### config.mk
export PLATFORM = sky130hd
export DESIGN_NAME = dtwc_front
export DESIGN_NICKNAME = d
export VERILOG_FILES = /design/src/dtwc_pkg.sv /design/src/dtwc_front.sv
export SDC_FILE = /design/constraint.sdc
export NUM_CORES = 1
export LEC_CHECK = 0
export BUFFER_PORTS_ARGS = -buffer_cell sky130_fd_sc_hd__buf_2
export CORE_AREA = 3 3 78 43
export CTS_BUF_LIST = sky130_fd_sc_hd__clkbuf_4 sky130_fd_sc_hd__clkbuf_8 sky130_fd_sc_hd__clkbuf_16
export DETAILED_ROUTE_END_ITERATION = 7
export DIE_AREA = 0 0 81 46
export PLACE_DENSITY = 0.8
export SETUP_SLACK_MARGIN = 0.5
export SYNTH_ARGS = -nofsm -noshare
export SYNTH_HDL_FRONTEND = slang
export SYNTH_SLANG_ARGS = --single-unit
### constraint.sdc
create_clock -name clk -period 4.31 [get_ports clk]
set_input_delay 1.293 -clock clk [delete_from_list [all_inputs] [get_ports clk]]
set_output_delay 1.293 -clock clk [all_outputs]
set_load 0.02 [all_outputs]
### src/dtwc_pkg.sv
`default_nettype none

package dtwc_pkg;

    // Field widths fixed by the interface.
    localparam int CFG_W   = 11;
    localparam int LOCAL_W = 16;
    localparam int WARP_W  = 32;

    // Reset value of the row width register.
    localparam logic [CFG_W-1:0] CFG_RESET = 11'd1024;

    // Defaults for the top-level parameters.
    localparam int MAX_COLS_DEF  = 1024;
    localparam int COST_BITS_DEF = 32;

    // Depths of the cell queue and the result queue.
    localparam int CELL_Q_DEPTH = 4;
    localparam int RES_Q_DEPTH  = 4;

endpackage

`default_nettype wire

### src/dtwc_front.sv
`default_nettype none

module dtwc_front
    import dtwc_pkg::*;
#(
    parameter int MAX_COLS = MAX_COLS_DEF
) (
    input  wire logic                        clk,
    input  wire logic                        rst_n,
    input  wire logic [CFG_W-1:0]            cols_in_use,
    input  wire logic                        accept,
    input  wire logic                        starts_pair,
    input  wire logic                        last_cell,
    output logic      [$clog2(MAX_COLS)-1:0] cell_col,
    output logic                             cell_first_row
);

    localparam int COL_W = $clog2(MAX_COLS);
    localparam int WID_W = $clog2(MAX_COLS + 1);
    localparam int CMP_W = (WID_W > CFG_W) ? WID_W : CFG_W;

    logic [COL_W-1:0] col_reg, col_next;
    logic             first_reg, first_next;
    logic [CMP_W-1:0] row_width;
    logic [COL_W-1:0] col_start;
    logic             first_start;
    logic             wrap_before;
    logic [CMP_W-1:0] col_inc;
    logic             wrap_after;

    // Effective row width: zero acts as one, large values clamp to the row store.
    always_comb
    begin
        if (cols_in_use == '0)
        begin
            row_width = CMP_W'(1);
        end
        else if (CMP_W'(cols_in_use) > CMP_W'(MAX_COLS))
        begin
            row_width = CMP_W'(MAX_COLS);
        end
        else
        begin
            row_width = CMP_W'(cols_in_use);
        end
    end

    // Place the beat in the matrix: start mark first, then a row that the
    // width change has already ended.
    always_comb
    begin
        col_start   = starts_pair ? '0 : col_reg;
        first_start = starts_pair ? 1'b1 : first_reg;
        wrap_before = (CMP_W'(col_start) >= row_width);
        cell_col       = wrap_before ? '0 : col_start;
        cell_first_row = wrap_before ? 1'b0 : first_start;
        col_inc     = CMP_W'(cell_col) + CMP_W'(1);
        wrap_after  = (col_inc >= row_width);
    end

    // Position of the next cell.
    always_comb
    begin
        col_next   = col_reg;
        first_next = first_reg;
        if (accept)
        begin
            if (last_cell)
            begin
                col_next   = '0;
                first_next = 1'b1;
            end
            else if (wrap_after)
            begin
                col_next   = '0;
                first_next = 1'b0;
            end
            else
            begin
                col_next   = col_inc[COL_W-1:0];
                first_next = cell_first_row;
            end
        end
    end

    always_ff @(posedge clk or negedge rst_n)
    begin
        if (!rst_n)
        begin
            col_reg   <= '0;
            first_reg <= 1'b1;
        end
        else
        begin
            col_reg   <= col_next;
            first_reg <= first_next;
        end
    end

endmodule

`default_nettype wire

==> metrics.md <==
| Metric | Value |
|---|---|
| Worst-case clock buffer depth | `2` |
| Max Cap Viol | `0` |
| Top FF cell, synth | `dfrtp_1` |
| Post-synth EDFFs | `0` |
| Slew @ Worst Pin | `441.6 ps` |
| Max FFs per register | `10` |
| Max_slew headroom | `70.38%` |
| Die area | `3726 um2` |
| CP top delay family | `simple AND/OR/NAND/NOR gates` |
| Cell Area, Placed | `1933 um2` |
| Final wirelength | `7448 um` |
| DR pass1 iterations | `6` |
| Ports | `27` |
| Diodes inserted | `0` |
| Critical Path, Cell by Cell | `buf_8 -> nor4_4 -> a31oi_2 -> nor2_2 -> ha_1 -> nor2b_1 -> o21ai_1 -> a21oi_1 -> o22ai_2 -> nor2b_4 -> ha_4 -> nand3_4 -> nor3_4 -> nand3_2 -> xnor2_2 -> nor3_2 -> ha_1 -> a211oi_2 -> nand3b_1 -> a211oi_2 -> o21ai_2 -> or2_4 -> buf_6 -> o2bb2ai_1` |
| Final setup violation count | `22` |
| Largest net degree at the start of global routing | `12` |
| Row count | `13` |
| Initial antenna violation count | `0` |
| Crit path buf inv count | `2` |
| HP Class | `reg -> reg` |
| CP max stage cell | `nor4_4` |
| RSZ-0062 raised after global routing | `true` |
| Peak supply drop | `0.0002028 V` |
| Post-synth cell types | `41` |
| Synth-to-layout area growth | `85.28%` |
| Failing checks | `negative setup slack` |
| Async S/R FF share, synth | `100.0%` |
| Reg2Reg Depth | `22` |
| Syn Std Cell Area | `1318 um2` |
| Detailed-route via count | `2,014` |
| Crit path capture type | `register` |
| R2R Setup Slk | `-320 ps` |
| Cell area power density | `150.7 nW/um2` |
| Drt drc | `0` |
| Int Power | `245.4 uW` |
| Final Non-Filler Cells | `295` |
| Post-synth net total | `205` |
| P_sw | `122.5 uW` |
| Hold EP | `col_reg[9]` |
| Cells after Synth | `167` |
| Fin crit period | `5630 ps` |
| Final instance area | `2441 um2` |
| Setup CP Type | `in -> reg` |
| Routability Congestion | `0.9749` |
| GR Overflow Total | `0` |
| Clock slew at reported path FFs | `50 ps` |
| Yosys warning count | `0` |
| Post-synth top cells | `ha_1 (22), nor2_1 (21), nand2_1 (16)` |
| CTS H-tree depth | `1` |
| Die width | `81 um` |
| Leak | `1.181 nW` |
| Startpoint types | `input port` |
| R2r startpoint | `col_reg[2]` |
| Yosys top cell area share | `20.89%` |
| Sw Share | `33.30%` |
| Initial Util | `50.00%` |
| Worst EP required | `4470 ps` |
| Synth Register Bits | `11` |
| Syn avg cell area | `7.889 um2` |
| Worst Clk Skew | `7.774 ps` |
| Crit path arrival time | `5790 ps` |
| FMAX | `177.6 MHz` |
| Synth top area cells | `ha_1 (21%), dfrtp_1 (19%), nor2_1 (6.0%), xnor2_1 (5.3%), nand2_1 (4.6%)` |
| Number of fill cells in the layout | `84` |
| Final core utilization | `92.64%` |
| Synth area leader | `ha_1` |
| Number of global-route vias before repair | `1,870` |
| Fin. max-slew vios | `0` |
| Vias per cell | `6.827` |
| Inserted Clock Buffers | `3` |
| First-pass GRT wire length | `9929 um` |
| Final Hold Violating Endpoints | `0` |
| Setup WS post-layout | `-1320 ps` |
| Initial DRC count | `217` |
| TritonCTS clock tree | `done` |
| Layout cell share with drive strength beyond 1 | `52.33%` |
| Final Cycle Share | `130.6%` |
| Pwr Total | `367.9 uW` |
| Die height | `46 um` |
| Post-DP HPWL | `3392 um` |
| Crit path largest cell delay | `330 ps` |
| Hold path startpoint | `col_reg[9]` |
| Hold depth | `1` |
| Sequential area share after synthesis | `20.99%` |
| CP max FO | `5` |
| ANT nets after route | `0` |
| Core area | `2635 um2` |
| CTS root buffer | `clkbuf_8` |
| R2R Path End | `col_reg[9]` |
| Clk_lat worst skew | `250 ps` |
| Status | `finished with violations` |
| Clock power frac | `32.1%` |
| Clk sinks | `11` |
| Combinational group share of total power | `38.0%` |
| Placed Instances | `270` |
| Sequential share of power | `30.0%` |
| All-layer global routing usage | `37.30%` |
| WL/cell | `25.25 um` |
| I/O Buffers | `26` |
| Top-count cell post-synth | `ha_1` |
| Final nets | `297` |
[cells in the final DEF, fill, tap and decap left out, types with 4 or more instances in the layout]
master and count:
nor2_1 16, buf_2 12, nand2_1 16, inv_1 8, xnor2_1 7, o21ai_0 5
ha_1 21, nand2b_1 4, dfrtp_1 10, nor2b_1 6, a21oi_1 6, nor2_4 4
buf_4 56, buf_6 21, nand3_1 5
[worst max-delay path by stage]
stage,start,to,slack (ps),cells past startpoint
after CTS,cols_in_use[6],col_reg[4],-720,23
after global placement,cols_in_use[6],col_reg[4],-980,23
after floorplan,cols_in_use[0],col_reg[4],-900,24
final,cols_in_use[6],col_reg[9],-1320,24
after detailed placement,cols_in_use[6],col_reg[4],-1210,23
after global routing,cols_in_use[6],col_reg[4],-1570,23
[area by class of cell]
class | instances | area (um2) | area share (%)
well taps | 37 | 46.29 | 1.896
inverters | 10 | 37.54 | 1.538
repair buffers | 93 | 799.5 | 32.75
multi-input cells | 140 | 1232 | 50.49
clock buffers | 4 | 48.80 | 1.999
flip-flops and latches | 11 | 276.5 | 11.33
[per-stage QoR]
step / setup slack (ps) / hold slack (ps) / TNS (ps)
2_1_floorplan: -895.3 / 469.6 / -8162
3_3_place_gp: -979.6 / 502.5 / -11510
3_5_place_dp: -1213 / 510.0 / -14850
4_1_cts: -719.4 / 525.6 / -10530
5_1_grt: -1567 / 570.8 / -24430
6_report: -1320 / 542.1 / -20900
[power groups by stage]
stage | combinational [mW] | sequential [mW] | clock [mW]
after global routing | 0.145 | 0.110 | 0.125
final | 0.140 | 0.110 | 0.118
after detailed placement | 0.0957 | 0.111 | 0
after global placement | 0.0910 | 0.111 | 0
after floorplan | 0.0495 | 0.110 | 0
after CTS | 0.113 | 0.109 | 0.115
[metal layers]
metal / vias to the layer above / GRT usage, % / wire [um]
met3: 90 / 12.65 / 960
li1: 779 / - / -
met5: - / 0 / 38
met2: 233 / 60.69 / 3121
met4: 2 / 22.22 / 628
met1: 910 / 43.48 / 2698
[what timing repair did]
action / CTS / global route
gates cloned: 1 / 0
buffers inserted: 9 / 11
gates resized for setup: 40 / 25
endpoints found under the setup margin: 22 / 22
pin swaps: 10 / 8
hold buffers: 0 / 0
[logic make-up after synthesis]
| kind of cell | count (synthesis) | share of synthesized area [%] |
|---|---|---|
| AND/OR/NAND/NOR | 77 | 28.87 |
| AO/OA/AOI/OAI | 32 | 17.95 |
| adder cells (fa/ha/maj) | 22 | 20.89 |
| buffers and inverters | 16 | 5.318 |
| flip-flops | 11 | 20.99 |
| XOR/XNOR | 9 | 5.983 |
(Power assumes the default switching activity.)
