<file path="src/dtwc_fifo.sv">
`default_nettype none

module dtwc_fifo #(
    parameter int WIDTH = 8,
    parameter int DEPTH = 4
) (
    input  wire logic                       clk,
    input  wire logic                       rst_n,
    input  wire logic                       wr_en,
    input  wire logic [WIDTH-1:0]           wr_data,
    input  wire logic                       rd_en,
    output logic      [WIDTH-1:0]           rd_data,
    output logic                            full,
    output logic                            empty,
    output logic      [$clog2(DEPTH+1)-1:0] count
);

    localparam int AW = (DEPTH > 1) ? $clog2(DEPTH) : 1;
    localparam int CW = $clog2(DEPTH + 1);

    logic [WIDTH-1:0] slot_reg [DEPTH];
    logic [AW-1:0]    wr_ptr_reg, wr_ptr_next;
    logic [AW-1:0]    rd_ptr_reg, rd_ptr_next;
    logic [CW-1:0]    count_reg, count_next;
    logic             do_wr, do_rd;

    // Writes are dropped when full and reads when empty.
    assign do_wr = wr_en && !full;
    assign do_rd = rd_en && !empty;

    assign full    = (count_reg == CW'(DEPTH));
    assign empty   = (count_reg == '0);
    assign count   = count_reg;
    assign rd_data = slot_reg[rd_ptr_reg];

    // Pointer and fill-count update, pointers wrap at the depth.
    always_comb
    begin
        wr_ptr_next = wr_ptr_reg;
        rd_ptr_next = rd_ptr_reg;
        count_next  = count_reg;
        if (do_wr)
        begin
            wr_ptr_next = (wr_ptr_reg == AW'(DEPTH - 1)) ? '0 : wr_ptr_reg + 1'b1;
        end
        if (do_rd)
        begin
            rd_ptr_next = (rd_ptr_reg == AW'(DEPTH - 1)) ? '0 : rd_ptr_reg + 1'b1;
        end
        if (do_wr && !do_rd)
        begin
            count_next = count_reg + 1'b1;
        end
        else if (do_rd && !do_wr)
        begin
            count_next = count_reg - 1'b1;
        end
    end

    always_ff @(posedge clk or negedge rst_n)
    begin
        if (!rst_n)
        begin
            wr_ptr_reg <= '0;
            rd_ptr_reg <= '0;
            count_reg  <= '0;
        end
        else
        begin
            wr_ptr_reg <= wr_ptr_next;
            rd_ptr_reg <= rd_ptr_next;
            count_reg  <= count_next;
        end
    end

    // Storage slots.
    always_ff @(posedge clk)
    begin
        if (do_wr)
        begin
            slot_reg[wr_ptr_reg] <= wr_data;
        end
    end

endmodule

`default_nettype wire

</file>
<file path="config.mk">
export PLATFORM = sky130hd
export DESIGN_NAME = dtwc_fifo
export DESIGN_NICKNAME = d
export VERILOG_FILES = /design/src/dtwc_fifo.sv
export SDC_FILE = /design/constraint.sdc
export NUM_CORES = 1
export LEC_CHECK = 0
export BUFFER_PORTS_ARGS = -buffer_cell sky130_fd_sc_hd__buf_2
export CAP_MARGIN = 20
export CORE_MARGIN = 10
export CORE_UTILIZATION = 55
export DETAILED_ROUTE_END_ITERATION = 12
export GPL_TIMING_DRIVEN = 0
export PLACE_DENSITY_LB_ADDON = 0.2
export SYNTH_ARGS = -nofsm -noshare
export SYNTH_HDL_FRONTEND = slang
export SYNTH_SLANG_ARGS = --single-unit
</file>
<file path="constraint.sdc">
create_clock -name clk -period 3.2 [get_ports clk]
set_input_delay 0.48 -clock clk [delete_from_list [all_inputs] [get_ports clk]]
set_output_delay 0.48 -clock clk [all_outputs]
set_load 0.01 [all_outputs]
</file>
==> metrics.md, run 1 <==
| Metric | Value |
|---|---|
| Status | `finished clean` |
| CTS Buf Count | `5` |
| Final setup viols | `0` |
| Total grt overflow | `0` |
| Share of the synthesized area in the top cell type | `59.31%` |
| #FFs+latches synth | `39` |
| Die Ht | `74.28 um` |
| Die footprint | `approximately 5500 um^2` |
| Max frequency | `458.7 MHz` |
| Global placement routability congestion | `between 0.7 and 0.8` |
| Largest register FFs | `32` |
| Total Neg Setup Slack | `0 ns` |
| Final Max Slew Viols | `0` |
| Worst hold stages | `1` |
| Maximum Capacitance Violations | `0` |
| Initial antenna violation count | `0` |
| Clock root buffer | `clkbuf_4` |
| Critical path peak fanout | `10` |
| Clock transition at path regs | `0.11 ns` |
| Reg2reg setup slack | `approximately 1.2 ns` |
| Library cells used by synthesis | `19` |
| Net Count, Synth | `98` |
| Hold path endpoint | `slot_reg[0][7]` |
| Mapped Cells | `79` |
| Reg2Reg Depth | `8` |
| Total power | `1.685 mW` |
| Unrepaired setup endpoints after global routing | `no` |
| Reg-to-reg critical path endpoint | `count[2]` |
| Final hold vios | `0` |
| Core Rows | `19` |
| VDD IR max | `0.0007095 V` |
| GR met2 Demand/Resource | `15.06%` |
| Worst-path cell chain | `buf_2, mux4_2, buf_2` |
| Gr usage total | `about a tenth` |
| Critical Path AT | `~1.7 ns` |
| Starting Density | `58.25%` |
| Top post-synthesis cells by area | `edfxtp_1 (59%), mux4_2 (11%), dfrtp_1 (11%), ha_1 (4.6%), mux2_2 (2.1%)` |
| Post-Syn Area | `roughly 1600 um^2` |
| I/O Buffers | `24` |
| Met1 Resource Use GR | `10.32%` |
| Final Cycle Share | `68.13%` |
| CP startpoint kind | `flip-flop` |
| WL/cell | `16.85 um` |
| Worst slew pin tran | `0.5725 ns` |
| Via Count | `760` |
| Layout Nets | `130` |
| Worst hold path class | `input pin to flip-flop` |
| CTS Buffer Depth | `2` |
| Global routing's busiest layer | `met2` |
| Worst hold margin | `between 0.3 and 0.4 ns` |
| Slowest stage cell, crit path | `mux4_2` |
| CTS tree | `yes` |
| Iteration-0 DRC Markers | `43` |
| Design area | `1866 um^2` |
| LEAKAGE | `0.7236 nW` |
| Final wirelength | `between 2000 and 2500 um` |
| Number of H-tree levels | `2` |
| CTS Sinks | `39` |
| Clk_lat worst skew | `between 0.3 and 0.4 ns` |
| YS warnings | `0` |
| Crit path top cell by count | `buf_2` |
| Critical path buffer and inverter count | `2` |
| Fin crit period | `approximately 2.2 ns` |
| Diodes inserted | `0` |
| Power Density | `903.2 nW/um^2` |
| First-pass iteration count of the detailed router | `4` |
| Setup crit start | `rd_ptr_reg[0]` |
| Post-synthesis sequential area ratio | `a little over two thirds` |
| DRC violations left | `0` |
| HPWL Detailed | `1783 um` |
| Global-route wire length before repair | `3822 um` |
| Ports | `25` |
| Worst Path Class, Setup | `flip-flop to primary output` |
| Slew HR | `61.84%` |
| Largest net degree at the start of global routing | `13` |
| Vias in the first global route | `a little over 800` |
| Share of layout cells above drive strength 1 | `47.32%` |
| Filler cell count | `approximately 190` |
| Routed Antenna Nets | `0` |
| Worst r2r src | `count[0]` |
| Family with the most delay on the worst path | `multiplexers` |
| Setup crit end kind | `primary output` |
| Via/cell ratio | `~5.3` |
| Synth Area per Inst | `20.51 um^2` |
| Core ar. | `2781 um^2` |
| Area grow syn2layout | `15.14%` |
| Worst Skew | `0.006346 ns` |
| Die width | `74.28 um` |
| CP max stage delay | `approximately 0.55 ns` |
| Synth area leader | `edfxtp_1` |
| Met3 Usage GRT | `5.452%` |
| Hold Crit Start | `wr_data[7]` |
| WP data required | `2.72 ns` |
| Area post-placement | `1779 um^2` |
## worst max path at each step
| stage | to | depth (start not counted) | slack [ns] |
|---|---|---|---|
| after CTS | rd_data[3] | 3 | 0.97 |
| after detailed placement | count[2] | 8 | 1.16 |
| after global placement | count[2] | 8 | 1.23 |
| final | rd_data[5] | 3 | 1.02 |
| after floorplan | count[2] | 8 | 1.08 |
| after global routing | rd_data[0] | 3 | 0.88 |
## layout by cell type (no fill, tap or decap), drive strengths merged, types with 2 or more instances in the layout
master / instances
buf: 27
clkinv: 2
dfrtp: 7
nor2: 3
ha: 6
inv: 3
clkbuf: 5
xor2: 2
and2: 4
mux2: 5
edfxtp: 32
mux4: 8
## synthesized netlist by cell type
library cell and n:
edfxtp_1 32, mux2_2 3, buf_2 1, mux4_2 8
nand2b_4 1, and2_2 4, ha_1 6, nor2_1 3
nor3_1 1, nor2b_2 1, xnor2_1 1, inv_1 3
xor2_1 2, dfrtp_1 7, nor3b_4 1, mux2_4 2
buf_1 1, buf_6 1, fa_1 1
## cell families after synthesis
group                    share of synthesized area, %
XOR/XNOR                                        1.622
buffers and inverters                           1.930
multiplexers                                    15.06
adder cells (fa/ha/maj)                         5.869
flip-flops                                      70.12
AND/OR/NAND/NOR                                 5.405
## metrics by stage
| stage | std cells | setup slack, ns | utilization, % |
|---|---|---|---|
| 2_1_floorplan | 79 | 1.083 | - |
| 3_3_place_gp | 134 | 1.231 | 63.97 |
| 3_5_place_dp | 134 | 1.163 | 63.97 |
| 4_1_cts | 143 | 0.9671 | 67.07 |
| 5_1_grt | 143 | 0.8792 | 67.07 |
| 6_report | 143 | 1.020 | 67.07 |
## area by class of cell
cell class | instances | area [um^2] | share of cell area [%]
Clock inverter | 3 | 38.79 | 2.079
Clock buffer | 5 | 37.54 | 2.012
Timing Repair Buffer | 25 | 130.1 | 6.975
Multi-Input combinational cell | 34 | 452.9 | 24.28
Tap cell | 31 | 38.79 | 2.079
Sequential cell | 39 | 1136 | 60.90
Inverter | 3 | 11.26 | 0.6036
Buffer | 3 | 20.02 | 1.073
## timing repair
item	4_1_cts	5_1_grt
buffers inserted	0	0
gates resized for setup	0	0
hold buffers	1	0
endpoints found under the hold margin	7	0
setup endpoints to repair	0	0
## routing by layer
metal	vias to the layer above	routed length (um)	part of all wire (%)
met1	364	1002	42
li1	366	-	-
met4	0	8	0.33
met5	-	0	0
met2	28	1210	50
met3	2	189	7.8
## power breakdown
group / switching, mW / internal [mW] / leakage, nW
registers: 0.0736 / 0.687 / 0.375
logic: 0.295 / 0.322 / 0.306
clock network: 0.146 / 0.161 / 0.0426
(Power assumes the default switching activity.)
==> inputs of run 2 (changes only) <==
--- a/config.mk
+++ b/config.mk
@@ -8,7 +8,7 @@
 export BUFFER_PORTS_ARGS = -buffer_cell sky130_fd_sc_hd__buf_2
 export CAP_MARGIN = 20
 export CORE_MARGIN = 10
-export CORE_UTILIZATION = 55
+export CORE_UTILIZATION = 49
 export DETAILED_ROUTE_END_ITERATION = 12
 export GPL_TIMING_DRIVEN = 0
 export PLACE_DENSITY_LB_ADDON = 0.2
==> constraint.sdc (replaced) <==
create_clock -name clk -period 1.9 [get_ports clk]
set_input_delay 0.285 -clock clk [delete_from_list [all_inputs] [get_ports clk]]
set_output_delay 0.285 -clock clk [all_outputs]
set_load 0.01 [all_outputs]
==> run 2 against run 1 <==
Setup slack got worse by 0.98 ns. Combinational power grew 110%. Cell area is 5.2% higher. Cell count is 13% higher. Routed wire length increased by 15%. Count of clock-buffer cells in the layout stayed put. Non-clock buffer count up 6. Register-to-register slack got worse by 1.1 ns. Flip-flop and latch count stayed put. Largest power group unchanged. First-iteration DRC count rose by 33%. Sequential share of layout area is 2.9 points lower. Clock power is 28% higher. Critical endpoint is now rd_data[2]. Highest routed layer unchanged.
==> metrics.md, run 2 (same netlist as run 1, synthesis figures left out) <==
| Metric | Value |
|---|---|
| Status | `finished clean` |
| Total Neg Setup Slack | `0 ns (unchanged)` |
| CTS Buffer Depth | `2 (unchanged)` |
| Most frequent cells in the layout | `edfxtp_1 (32), buf_2 (23), mux4_2 (8)` |
| Final Max Slew Viols | `0 (unchanged)` |
| Worst-path cell chain | `buf_12, mux4_2, buf_6` |
| Combinational power share | `43.3% (+6.7 points)` |
| Worst hold margin | `0.1536 ns (-0.2030 ns)` |
| LEAKAGE | `0.7524 nW (+4.0%)` |
| Slew HR | `82.91% (+21 points)` |
| Placed instance count | `147 (+9.7%)` |
| Core ar. | `3103 um^2 (+12%)` |
| Unrepaired setup endpoints after global routing | `yes` |
| Hold Crit Start | `wr_data[0]` |
| CTS tree | `yes` |
| Clock power share | `13.3% (-4.9 points)` |
| Gr usage total | `9.735% (+0.34 points)` |
| Clock transition at path regs | `0.12 ns (about the same)` |
| Total grt overflow | `0 (unchanged)` |
| Starting Density | `52.22% (-6.0 points)` |
| WP data required | `1.62 ns (-1.10 ns)` |
| Power Density | `1506 nW/um^2 (+67%)` |
| Clock root buffer | `clkbuf_4` |
| Max frequency | `536.6 MHz` |
| Worst Skew | `0.01220 ns (+0.005851 ns)` |
| Largest register FFs | `32 (unchanged)` |
| Sw power | `952.5 uW (+85%)` |
| CTS Buf Count | `5 (unchanged)` |
| Global placement routability congestion | `0.6530 (-8.7%)` |
| Total power | `2.955 mW (+75%)` |
| Non-Filler Instances | `162 (+13%)` |
| Die Ht | `77.51 um (+4.3%)` |
| I/O Buffers | `24 (unchanged)` |
| Filler cell count | `246 (+31%)` |
| Multi-input combinational cell area | `484.2 um^2 (+6.9%)` |
| Commonest non-fill, non-tap cell in the layout | `edfxtp_1` |
| Global-route wire length before repair | `4485 um (+17%)` |
| CP max stage delay | `0.52 ns (-0.03 ns)` |
| First-pass iteration count of the detailed router | `3 (-1)` |
| Vias in the first global route | `906 (+12%)` |
| Largest net degree at the start of global routing | `13 (unchanged)` |
| Die footprint | `6007 um^2 (+8.9%)` |
| DRC violations left | `0 (unchanged)` |
| Critical Path AT | `1.58 ns (-0.12 ns)` |
| Area grow syn2layout | `21.08%` |
| Initial antenna violation count | `0 (unchanged)` |
| Final Cycle Share | `98.08%` |
| Routed Antenna Nets | `0 (unchanged)` |
| Number of H-tree levels | `2 (unchanged)` |
| Critical path peak fanout | `10 (unchanged)` |
| Die width | `77.51 um (+4.3%)` |
| HPWL Detailed | `1934 um (+8.4%)` |
| Clk_lat worst skew | `0.34 ns (about the same)` |
| Layout Nets | `136 (+4.6%)` |
| Diodes inserted | `0 (unchanged)` |
| Via/cell ratio | `5.012 (-5.7%)` |
| Sw Ratio | `32.23% (+1.6 points)` |
| Final Core Density | `63.23% (-3.8 points)` |
| Core Rows | `20 (+1)` |
| Fin crit period | `1.863 ns` |
| Iteration-0 DRC Markers | `57 (+33%)` |
| WL/cell | `17.07 um (+1.3%)` |
| Share of layout cells above drive strength 1 | `55.08% (+7.8 points)` |
| Slowest stage cell, crit path | `mux4_2` |
| Register area | `1139 um^2 (+0.22%)` |
| Worst slew pin tran | `0.2563 ns (-0.3161 ns)` |
| Final hold vios | `0 (unchanged)` |
| Final setup viols | `0 (unchanged)` |
| Worst Path Class, Setup | `flip-flop to primary output` |
| Worst hold path class | `input pin to flip-flop` |
| Ports | `25 (unchanged)` |
| Setup crit end kind | `primary output` |
| Via Count | `812 (+6.8%)` |
| Flop pwr share | `43.4% (-1.7 points)` |
| Setup crit start | `rd_ptr_reg[0]` |
| CTS Sinks | `39 (unchanged)` |
| Final wirelength | `2765 um (+15%)` |
| Maximum Capacitance Violations | `0 (unchanged)` |
| CP startpoint kind | `flip-flop` |
| Worst r2r src | `count[2]` |
| Int Pwr | `2.003 mW (+71%)` |
| VDD IR max | `0.0006459 V (-9.0%)` |
| Reg2reg setup slack | `0.07 ns (-1.09 ns)` |
==> run 2: cell types whose count changed in the layout (fill, tap and decap cells not counted), moves of 2 or more <==
| cell | previous run | this run |
|---|---|---|
| dfrtp_1 | 7 | 5 |
| buf_2 | 25 | 23 |
| dfrtp_2 | 0 | 2 |
| buf_4 | 0 | 7 |
==> run 2: final cells by class <==
cell class | instances | area share (%)
multi-input cells | 34 | 24.68
well taps | 44 | 2.806
plain buffers | 2 | 1.276
flip-flops and latches | 39 | 58.04
repair buffers | 32 | 9.949
clock inverters | 3 | 0.7653
clock buffers | 5 | 1.913
inverters | 3 | 0.5740
==> run 2: per-stage QoR <==
step,setup slack [ns],area [um^2]
after floorplan,-0.005697,1647
after global placement,0.004245,1822
after detailed placement,-0.003420,1822
after CTS,0.0002672,1922
after global routing,-0.02588,1962
final,0.03653,1962
==> run 2: power by group through the flow <==
stage	Clock [mW]	Combinational [mW]	Sequential, mW
floorplan	0	0.762	1.31
global placement	0	1.07	1.31
detailed placement	0	1.11	1.33
CTS	0.413	1.22	1.28
global route	0.450	1.40	1.31
finish	0.393	1.28	1.28
==> run 2: what timing repair did <==
item	CTS	global route
hold buffers	1	0
pin swaps	0	3
endpoints found under the setup margin	10	10
endpoints found under the hold margin	7	0
gates resized for setup	3	6
setup buffers	4	3
==> run 2: per-layer routing <==
metal	vias up	GRT usage (%)	part of all wire, %
met5	-	0	0
li1	378	-	-
met3	7	3.917	4.5
met2	15	17.39	55
met1	412	9.732	38
met4	0	4.380	1.7
==> run 2: path summary, 6_finish.rpt <==
path,to,cells after the start
setup / recovery,rd_data[2],3
hold / removal,slot_reg[3][0],1
setup reg to reg,count[2],9
hold reg to reg,wr_ptr_reg[1],1
max in group asynchronous,count[1],2
min in group asynchronous,count[2],2
==> run 2: worst max-delay path, delay by kind of cell (launching register included) <==
kind | cells | cell delay, ns
muxes | 1 | 0.52
DFF | 1 | 0.41
buffers and inverters | 2 | 0.30
